[src/rtl/lgld_pkg.sv]
package lgld_pkg;

    localparam int ALPHABET    = 26;
    localparam int MAX_NAMES   = 4096;
    localparam int LETTER_W    = $clog2(ALPHABET);
    localparam int NAME_AW     = $clog2(MAX_NAMES);
    localparam int OP_W        = 2;
    localparam int NAME_IN_W   = 12;
    localparam int LETTER_IN_W = 5;
    localparam int ANSWER_W    = 6;
    localparam int DIST_W      = 5;

    localparam logic [DIST_W-1:0]   DIST_INF      = 5'd31;
    localparam logic [DIST_W-1:0]   DIST_ONE      = 5'd1;
    localparam logic [ANSWER_W-1:0] SHARED_ANSWER = 6'd2;
    localparam logic [ANSWER_W-1:0] CHAIN_EXTRA   = 6'd2;
    localparam logic [ANSWER_W-1:0] ANSWER_NONE   = 6'h3F;

    typedef enum logic [OP_W-1:0] {
        OP_ADD   = 2'd0,
        OP_QUERY = 2'd1,
        OP_CLEAR = 2'd2
    } op_t;

    typedef logic [DIST_W-1:0]   dist_t;
    typedef dist_t [ALPHABET-1:0] row_t;
    typedef logic [ALPHABET-1:0] letter_set_t;

    typedef enum logic [1:0] {
        ROW_RELAX,
        ROW_LINK,
        ROW_SCAN
    } row_op_t;

    typedef struct packed {
        row_op_t             op;
        logic [LETTER_W-1:0] sel;
        logic                self_row;
        logic                set_row;
    } row_ctrl_t;

endpackage

[src/rtl/lgld_row_unit.sv]
module lgld_row_unit (
    input  lgld_pkg::row_ctrl_t   ctrl,
    input  lgld_pkg::row_t        row_in,
    input  lgld_pkg::row_t        aux,
    input  lgld_pkg::letter_set_t mask,
    output lgld_pkg::row_t        row_out
);

    lgld_pkg::dist_t pivot_elem;

    assign pivot_elem = row_in[ctrl.sel];

    for (genvar j = 0; j < lgld_pkg::ALPHABET; j++)
    begin : g_lane
        logic [lgld_pkg::DIST_W:0] sum;
        lgld_pkg::dist_t           via;
        logic                      is_sel;
        lgld_pkg::dist_t           lane_out;

        // saturating add of the path through the pivot letter
        assign sum    = {1'b0, pivot_elem} + {1'b0, aux[j]};
        assign via    = (sum >= {1'b0, lgld_pkg::DIST_INF}) ? lgld_pkg::DIST_INF
                                                            : sum[lgld_pkg::DIST_W-1:0];
        assign is_sel = (ctrl.sel == lgld_pkg::LETTER_W'(j));

        assign row_out[j] = lane_out;

        always_comb
        begin
            case (ctrl.op)
                lgld_pkg::ROW_RELAX:
                begin
                    lane_out = (via < row_in[j]) ? via : row_in[j];
                end
                lgld_pkg::ROW_LINK:
                begin
                    if (ctrl.self_row && (mask[j] || is_sel))
                    begin
                        lane_out = lgld_pkg::DIST_ONE;
                    end
                    else if (ctrl.set_row && is_sel)
                    begin
                        lane_out = lgld_pkg::DIST_ONE;
                    end
                    else
                    begin
                        lane_out = row_in[j];
                    end
                end
                lgld_pkg::ROW_SCAN:
                begin
                    // lane-wise running minimum over rows of the first name
                    if (ctrl.set_row && mask[j] && (row_in[j] < aux[j]))
                    begin
                        lane_out = row_in[j];
                    end
                    else
                    begin
                        lane_out = aux[j];
                    end
                end
                default:
                begin
                    lane_out = row_in[j];
                end
            endcase
        end
    end

endmodule

[config.mk]
export PLATFORM = sky130hd
export DESIGN_NAME = lgld_row_unit
export DESIGN_NICKNAME = d
export VERILOG_FILES = /design/src/rtl/lgld_pkg.sv /design/src/rtl/lgld_row_unit.sv
export SDC_FILE = /design/constraint.sdc
export NUM_CORES = 1
export LEC_CHECK = 0
export ABC_AREA = 0
export BUFFER_PORTS_ARGS = -buffer_cell sky130_fd_sc_hd__buf_4
export CAP_MARGIN = 20
export CORE_MARGIN = 2
export CORE_UTILIZATION = 49
export DETAILED_ROUTE_END_ITERATION = 10
export PLACE_DENSITY = 0.71
export SETUP_SLACK_MARGIN = 0.2
export SLEW_MARGIN = 20
export SYNTH_ARGS = -nofsm -noshare
export SYNTH_HDL_FRONTEND = slang
export SYNTH_SLANG_ARGS = --single-unit
[constraint.sdc]
create_clock -name vclk -period 11.81
set_input_delay 2.362 -clock vclk [all_inputs]
set_output_delay 2.362 -clock vclk [all_outputs]
set_load 0.01 [all_outputs]
### Word-level counts from Yosys, hierarchy flattened

Cells that the tools add are included.

| word-level totals | value |
|---|---|
| flip-flop bits (word level) | 0 |
| bits in latches | 0 |
| memory bits (writable) | 0 |
| memory bits (read-only) | 0 |
| input port bits | 295 |
| output and inout port bits | 130 |
| word-level logic and storage cells | 422 |
| memories kept | 0 |

| operators by class | value |
|---|---|
| add/subtract/negate cells | 26 |
| multiply operators | 0 |
| divide/modulo/power cells | 0 |
| order comparisons | 79 |
| equal/unequal tests | 27 |
| shifts and indexed selects | 0 |
| multiplexer cells | 158 |
| bitwise logic cells | 0 |
| reduce and logical (&&, ||, !) cells | 132 |

Operator list:

| operator | number |
|---|---|
| 2-to-1 mux 5 bit | 131 |
| case mux 5 bit (3 select lines) | 26 |
| less-than comparator 5 bit | 52 |
| adder 5 x 5 -> 6 bit | 26 |
| >= comparator 6 x 5 -> 1 bit, second input constant | 26 |
| logical AND 1 bit | 104 |
| == test 5 bit, second input constant | 10 |
| == test 5 x 4 -> 1 bit, second input constant | 8 |
| logical OR 1 bit | 26 |
| binary-select mux 5 bit (select 5 bit) | 1 |
| == test 5 x 3 -> 1 bit, second input constant | 4 |
| == test 5 x 2 -> 1 bit, second input constant | 2 |
| less-than comparator 5 x 6 -> 1 bit, second input constant | 1 |
| == test 5 x 1 -> 1 bit, second input constant | 1 |
| logical NOT 5 bit | 1 |
| == test 2 x 1 -> 1 bit, second input constant | 1 |
| == test 2 bit, second input constant | 1 |
| logical NOT 2 bit | 1 |

### Longest topological paths before layout

Gate-level depths: netlist of the first run.

| logic depth | value |
|---|---|
| word-level depth | 8 |
| mapped depth | 24 |
| mapped depth without buffers | 20 |

### Worst setup path after synthesis of the first run

OpenSTA, ideal clock, no wires.

| timing | value |
|---|---|
| kind | input port to output port |
| from | input ctrl[3] (netlist name) |
| to | output row_out[43] (netlist name) |
| arrival time | 8,729 ps |
| required time | 9,448 ps |
| path slack | 719 ps |
| stages on the path | 20 |
| buffers on the path | 4 |
| cell sequence | buf_4 buf_2 buf_2 buf_1 mux4_2 mux2i_1 o21ai_0 mux2i_1 inv_1 fa_1 a21o_1 a2111oi_0 a41oi_1 ha_1 a21oi_1 o21ai_0 a211oi_1 nand3_1 a311o_1 a221o_1 |

RTL lines:

| item | RTL line | source |
|---|---|---|
| from (decl) | lgld_row_unit.sv:2 | `input lgld_pkg::row_ctrl_t ctrl,` |
| to (decl) | lgld_row_unit.sv:6 | `output lgld_pkg::row_t row_out` |

==> results of run 1 <==
-- kinds of logic after synthesis --
kind of cell	share of synthesized area
AOI/OAI and AO/OA	0.377
and+or+nand+nor	0.213
buffers and inverters	0.0745
adders and majority gates	0.250
muxes	0.0628
xor gates and xnor gates	0.0230
-- final timing paths --
kind / endpoint / cells after the start / startpoint
hold / removal: row_out[39] / 4 / row_in[39]
setup / recovery: row_out[101] / 21 / ctrl[2]
-- stage by stage --
step | hold slack [ps] | instances | utilization
floorplan | 4850 | 2737 | -
global placement | 5070 | 3607 | 0.591
detailed placement | 5060 | 3607 | 0.591
CTS | 5060 | 3607 | 0.591
global route | 5100 | 3609 | 0.591
finish | 5070 | 3610 | 0.591
-- synth_stat cells, types with 9 or more instances --
master and instances:
buf_2 13, nor3_1 53, o21a_1 23, o221ai_1 17
a22oi_1 45, xor2_1 29, nand2b_1 68, o311ai_0 10
nand3b_1 10, a32oi_1 20, a2111oi_0 18, a221oi_1 18
o21ai_0 180, or3_1 22, a21oi_1 284, nor3b_1 12
o21bai_1 25, clkbuf_1 71, ha_1 338, o211ai_1 53
a31oi_1 59, a22o_1 9, buf_1 11, or2_2 9
a21o_1 77, nand2_1 212, and2_1 18, o31ai_1 17
o41ai_1 9, a221o_1 19, nor2_1 191, inv_1 272
and3_1 15, nand3_1 67, o22ai_1 21, nand4_1 28
mux2i_1 36, nor2b_1 48, a211o_1 20, xnor2_1 21
mux4_2 35, a211oi_1 49, fa_1 26
-- cell type report --
| type | instances | area [µm²] |
|---|---|---|
| fillers | 3626 | 15700 |
| inverters | 273 | 1030 |
| diodes | 3 | 7.51 |
| well taps | 518 | 648 |
| repair buffers | 449 | 3370 |
| multi-input cells | 2367 | 17700 |
-- metal layers --
metal	vias to the layer above	share of wire	wire length, µm
li1	11200	-	-
met1	11300	0.37	32900
met5	-	0.00035	31
met3	388	0.13	11300
met4	6	0.069	6070
met2	1747	0.43	37800
-- report_power, final --
group          leakage (nW)  switching (W)      internal, W
registers                 0              0                0
logic                  11.1        0.00116         0.000780
clock network     0.0000190              0  0.0000000000342
==> results.cfg, run 1 <==
[critical_path]
cp_slowest_cell = a2111oi_0
path_common_cell = buf_4
crit_path_max_incr_delay_ps = 690
arrival_ps = 8590
path_delay_family = compound AO/OA/AOI/OAI gates
worstPathCellList = buf_4 > mux4_2 > mux2i_1 > nor2_1 > a221oi_1 > a21oi_4 > buf_4 > ha_1 > a21o_1 > a21o_1 > and2_1 > nor2b_1 > o21bai_1 > ha_1 > a21oi_1 > o21ai_0 > a2111oi_0 > o31ai_1 > o41ai_1 > a21oi_1 > buf_4
crit_buf_inv = 3
critPathLaunchType = primary input
crit_type = in -> out
cp_data_required_time_ps = 9450
setup.worst_path.end_class = primary output
crit_fanout = 44

[sta]
fmax_mhz = 91.3
worst_slack_ps = 860
hold_viol = 0
setup_viol = 0
finalCritPeriodShare = 0.927
worst_pin_slew_ps = 1180
slew_viol_final = 0
fin_crit_ps = 10950
slew_headroom = 0.215
rsz0062_at_grt = no
setup_tns_ps = 0

[logic_synthesis]
syn_nets = 3396
syn_area_mm2 = 0.0190
synth_top_area_frac = 0.222
synth_area_per_cell_um2 = 6.95
synth_area_leaders = ha_1, a21oi_1, inv_1
ys.warnings.count = 0
synth_top_cell_by_area = ha_1
yosysSeqAreaShare = 0
ys_types = 92
synth_cells = 2737

[placement]
gp_congestion = 1.03
dpl.hpwl_um = 69000
io_buffer_count = 425
placedInstanceArea_mm2 = 0.0227
place_ws_ps = 1060

[detailed_routing]
ant_nets = 0
drtIter0Drc = 2397
postRouteWirelength_um = 88100
routedWlPerCell_um = 24.4
dr_total_vias = 24700
drtPass1Iterations = 8
vias_per_cell = 6.83
drc = 0

[layout]
syn2layout_area_growth_pct = 19.5
n_clock_buffer = 0
seq_area_um2 = 0
post-route-cell-area_mm2 = 0.0227
drive_gt1_frac = 0.171
final_nets = 3750
final_cell_mix = buf_4, ha_1, a21oi_1
seq_cells = 0
layout_commonest_cell = buf_4

[global_routing]
grt-busiest-layer = met2
gr-total-overflow = 0
antenna_found_initial = 8
met1_usage = 0.508
grt_util_met2 = 0.650
gr-usage-all-layers = 0.414
grt_pass1_wl_um = 134000
grt_max_degree = 65
grt_pass1_vias = 24000
met3_usage = 0.104

[flow_run]
cap_violations = 0

[status]
status = completed

[hold_path]
min_path_type = in -> out

[pwr]
cellPowerDensity_mw_per_mm2 = 85.2
vdd_ir_drop_max_mv = 0.0574
p_leak_nw = 11.1
total_power_w = 0.00194

[floorplan]
die_y_um = 201
die-area_mm2 = 0.0404
rows = 72
io_pins = 425
initial_utilization = 0.494
die_x_um = 201
design.core.area_mm2 = 0.0385

[clock_tree]
post_cts_buffers = 0
hold_buffers = 0
ctsResizeCount = 0
Power figures use the tool's default switching activity.
==> run 2, diff against run 1 <==
--- a/config.mk
+++ b/config.mk
@@ -8,6 +8,7 @@
 export ABC_AREA = 0
 export BUFFER_PORTS_ARGS = -buffer_cell sky130_fd_sc_hd__buf_4
 export CAP_MARGIN = 20
+export CORE_ASPECT_RATIO = 2
 export CORE_MARGIN = 2
 export CORE_UTILIZATION = 49
 export DETAILED_ROUTE_END_ITERATION = 10
==> results.cfg, run 2 (same netlist as run 1, synthesis figures left out) <==
[global_routing]
gr-total-overflow = 0
antenna_found_initial = 12
grt_pass1_wl_um = 143000
gr-usage-all-layers = 0.464
grt_pass1_vias = 25300
grt_max_degree = 56

[sta]
fin_crit_ps = 11190
hold_viol = 0
fmax_mhz = 89.4
rsz0062_at_grt = no
setup_viol = 0
worst_pin_slew_ps = 1240
setup_tns_ps = 0
finalCritPeriodShare = 0.947
slew_viol_final = 0
slew_headroom = 0.171

[floorplan]
die-area_mm2 = 0.0405
design.core.area_mm2 = 0.0385
die_x_um = 143
die_y_um = 283
io_pins = 425
rows = 102
initial_utilization = 0.493

[critical_path]
crit_type = in -> out
setup.worst_path.end_class = primary output
cp_data_required_time_ps = 9450
critPathLaunchType = primary input
startpoint = ctrl[2]
crit_fanout = 44
arrival_ps = 8830

[detailed_routing]
drc = 0
drtPass1Iterations = 6
drtIter0Drc = 1751
vias_per_cell = 7.04
dr_total_vias = 25500
postRouteWirelength_um = 98000
routedWlPerCell_um = 27.1
ant_nets = 0

[layout]
final_nets = 3752
syn2layout_area_growth_pct = 19.7
final_cell_mix = buf_4, ha_1, a21oi_1
layout_commonest_cell = buf_4
finalCoreUtilization = 0.590
seq_area_um2 = 0
n_clock_buffer = 0
seq_cells = 0
finalNonFillerCells = 3618
post-route-cell-area_mm2 = 0.0228
drive_gt1_frac = 0.171

[clock_tree]
ctsResizeCount = 0
post_cts_buffers = 0
hold_buffers = 0

[flow_run]
cap_violations = 0

[hold_path]
min_path_type = in -> out
min-delay-start = row_in[74]

[placement]
gp_congestion = 1.10
io_buffer_count = 425
dpl.hpwl_um = 75800
place_inst = 3611
placedInstanceArea_mm2 = 0.0227

[pwr]
p_clk_frac = 0
total_power_w = 0.00199
p_leak_nw = 11.1
p_sw_frac = 0.606
vdd_ir_drop_max_mv = 0.0474
seqPwrFrac = 0
netSwitchingPower_w = 0.00120
comb_power_share = 1.000
intPower_w = 0.000783
cellPowerDensity_mw_per_mm2 = 87.2

[status]
status = completed
## run 2: changes by cell type in the layout (fill, tap and decap cells not counted), sizes merged
cell and delta:
inv +1, diode +4, buf +2, clkinv -1
## run 2: power groups by stage
stage	clock [W]	sequential [W]	combinational [W]
after floorplan	0	0	0.00123
after global placement	0	0	0.00187
after detailed placement	0	0	0.00191
after CTS	0	0	0.00192
after global routing	0.0000000000455	0	0.00215
final	0.0000000000522	0	0.00199
## run 2: stage by stage
step | setup WS (ps) | hold WS [ps]
final | 621 | 5080
after global routing | 462 | 5080
after CTS | 1000 | 5070
after detailed placement | 1020 | 5070
after global placement | 1060 | 5070
after floorplan | 719 | 4850
## run 2: worst paths after layout
kind              slack [ps]  cells after the start     endpoint
setup / recovery         620                     17   row_out[1]
hold / removal          5080                      3  row_out[74]
## run 2: per-layer routing
layer | wire, µm | track usage
met1 | 29500 | 0.425
met4 | 12800 | 0.485
met3 | 9840 | 0.133
met2 | 45800 | 0.785
met5 | 52 | 0
## run 2: final cells by class
class / count / area [µm²]
Antenna cell: 7 / 17.5
Fill cell: 3852 / 15800
Inverter: 273 / 1020
Multi-Input combinational cell: 2367 / 17700
Tap cell: 520 / 651
Timing Repair Buffer: 451 / 3390
## run 2: critical path: stages
cell	delay, ps
buf_4	590
mux4_2	600
mux4_2	490
mux2i_2	200
inv_2	410
ha_1	440
a211oi_1	400
o21bai_1	170
a21o_1	260
or2_2	320
ha_1	290
a21oi_1	140
o21ai_0	230
o31ai_1	610
nand2_1	150
a32oi_1	830
buf_4	270
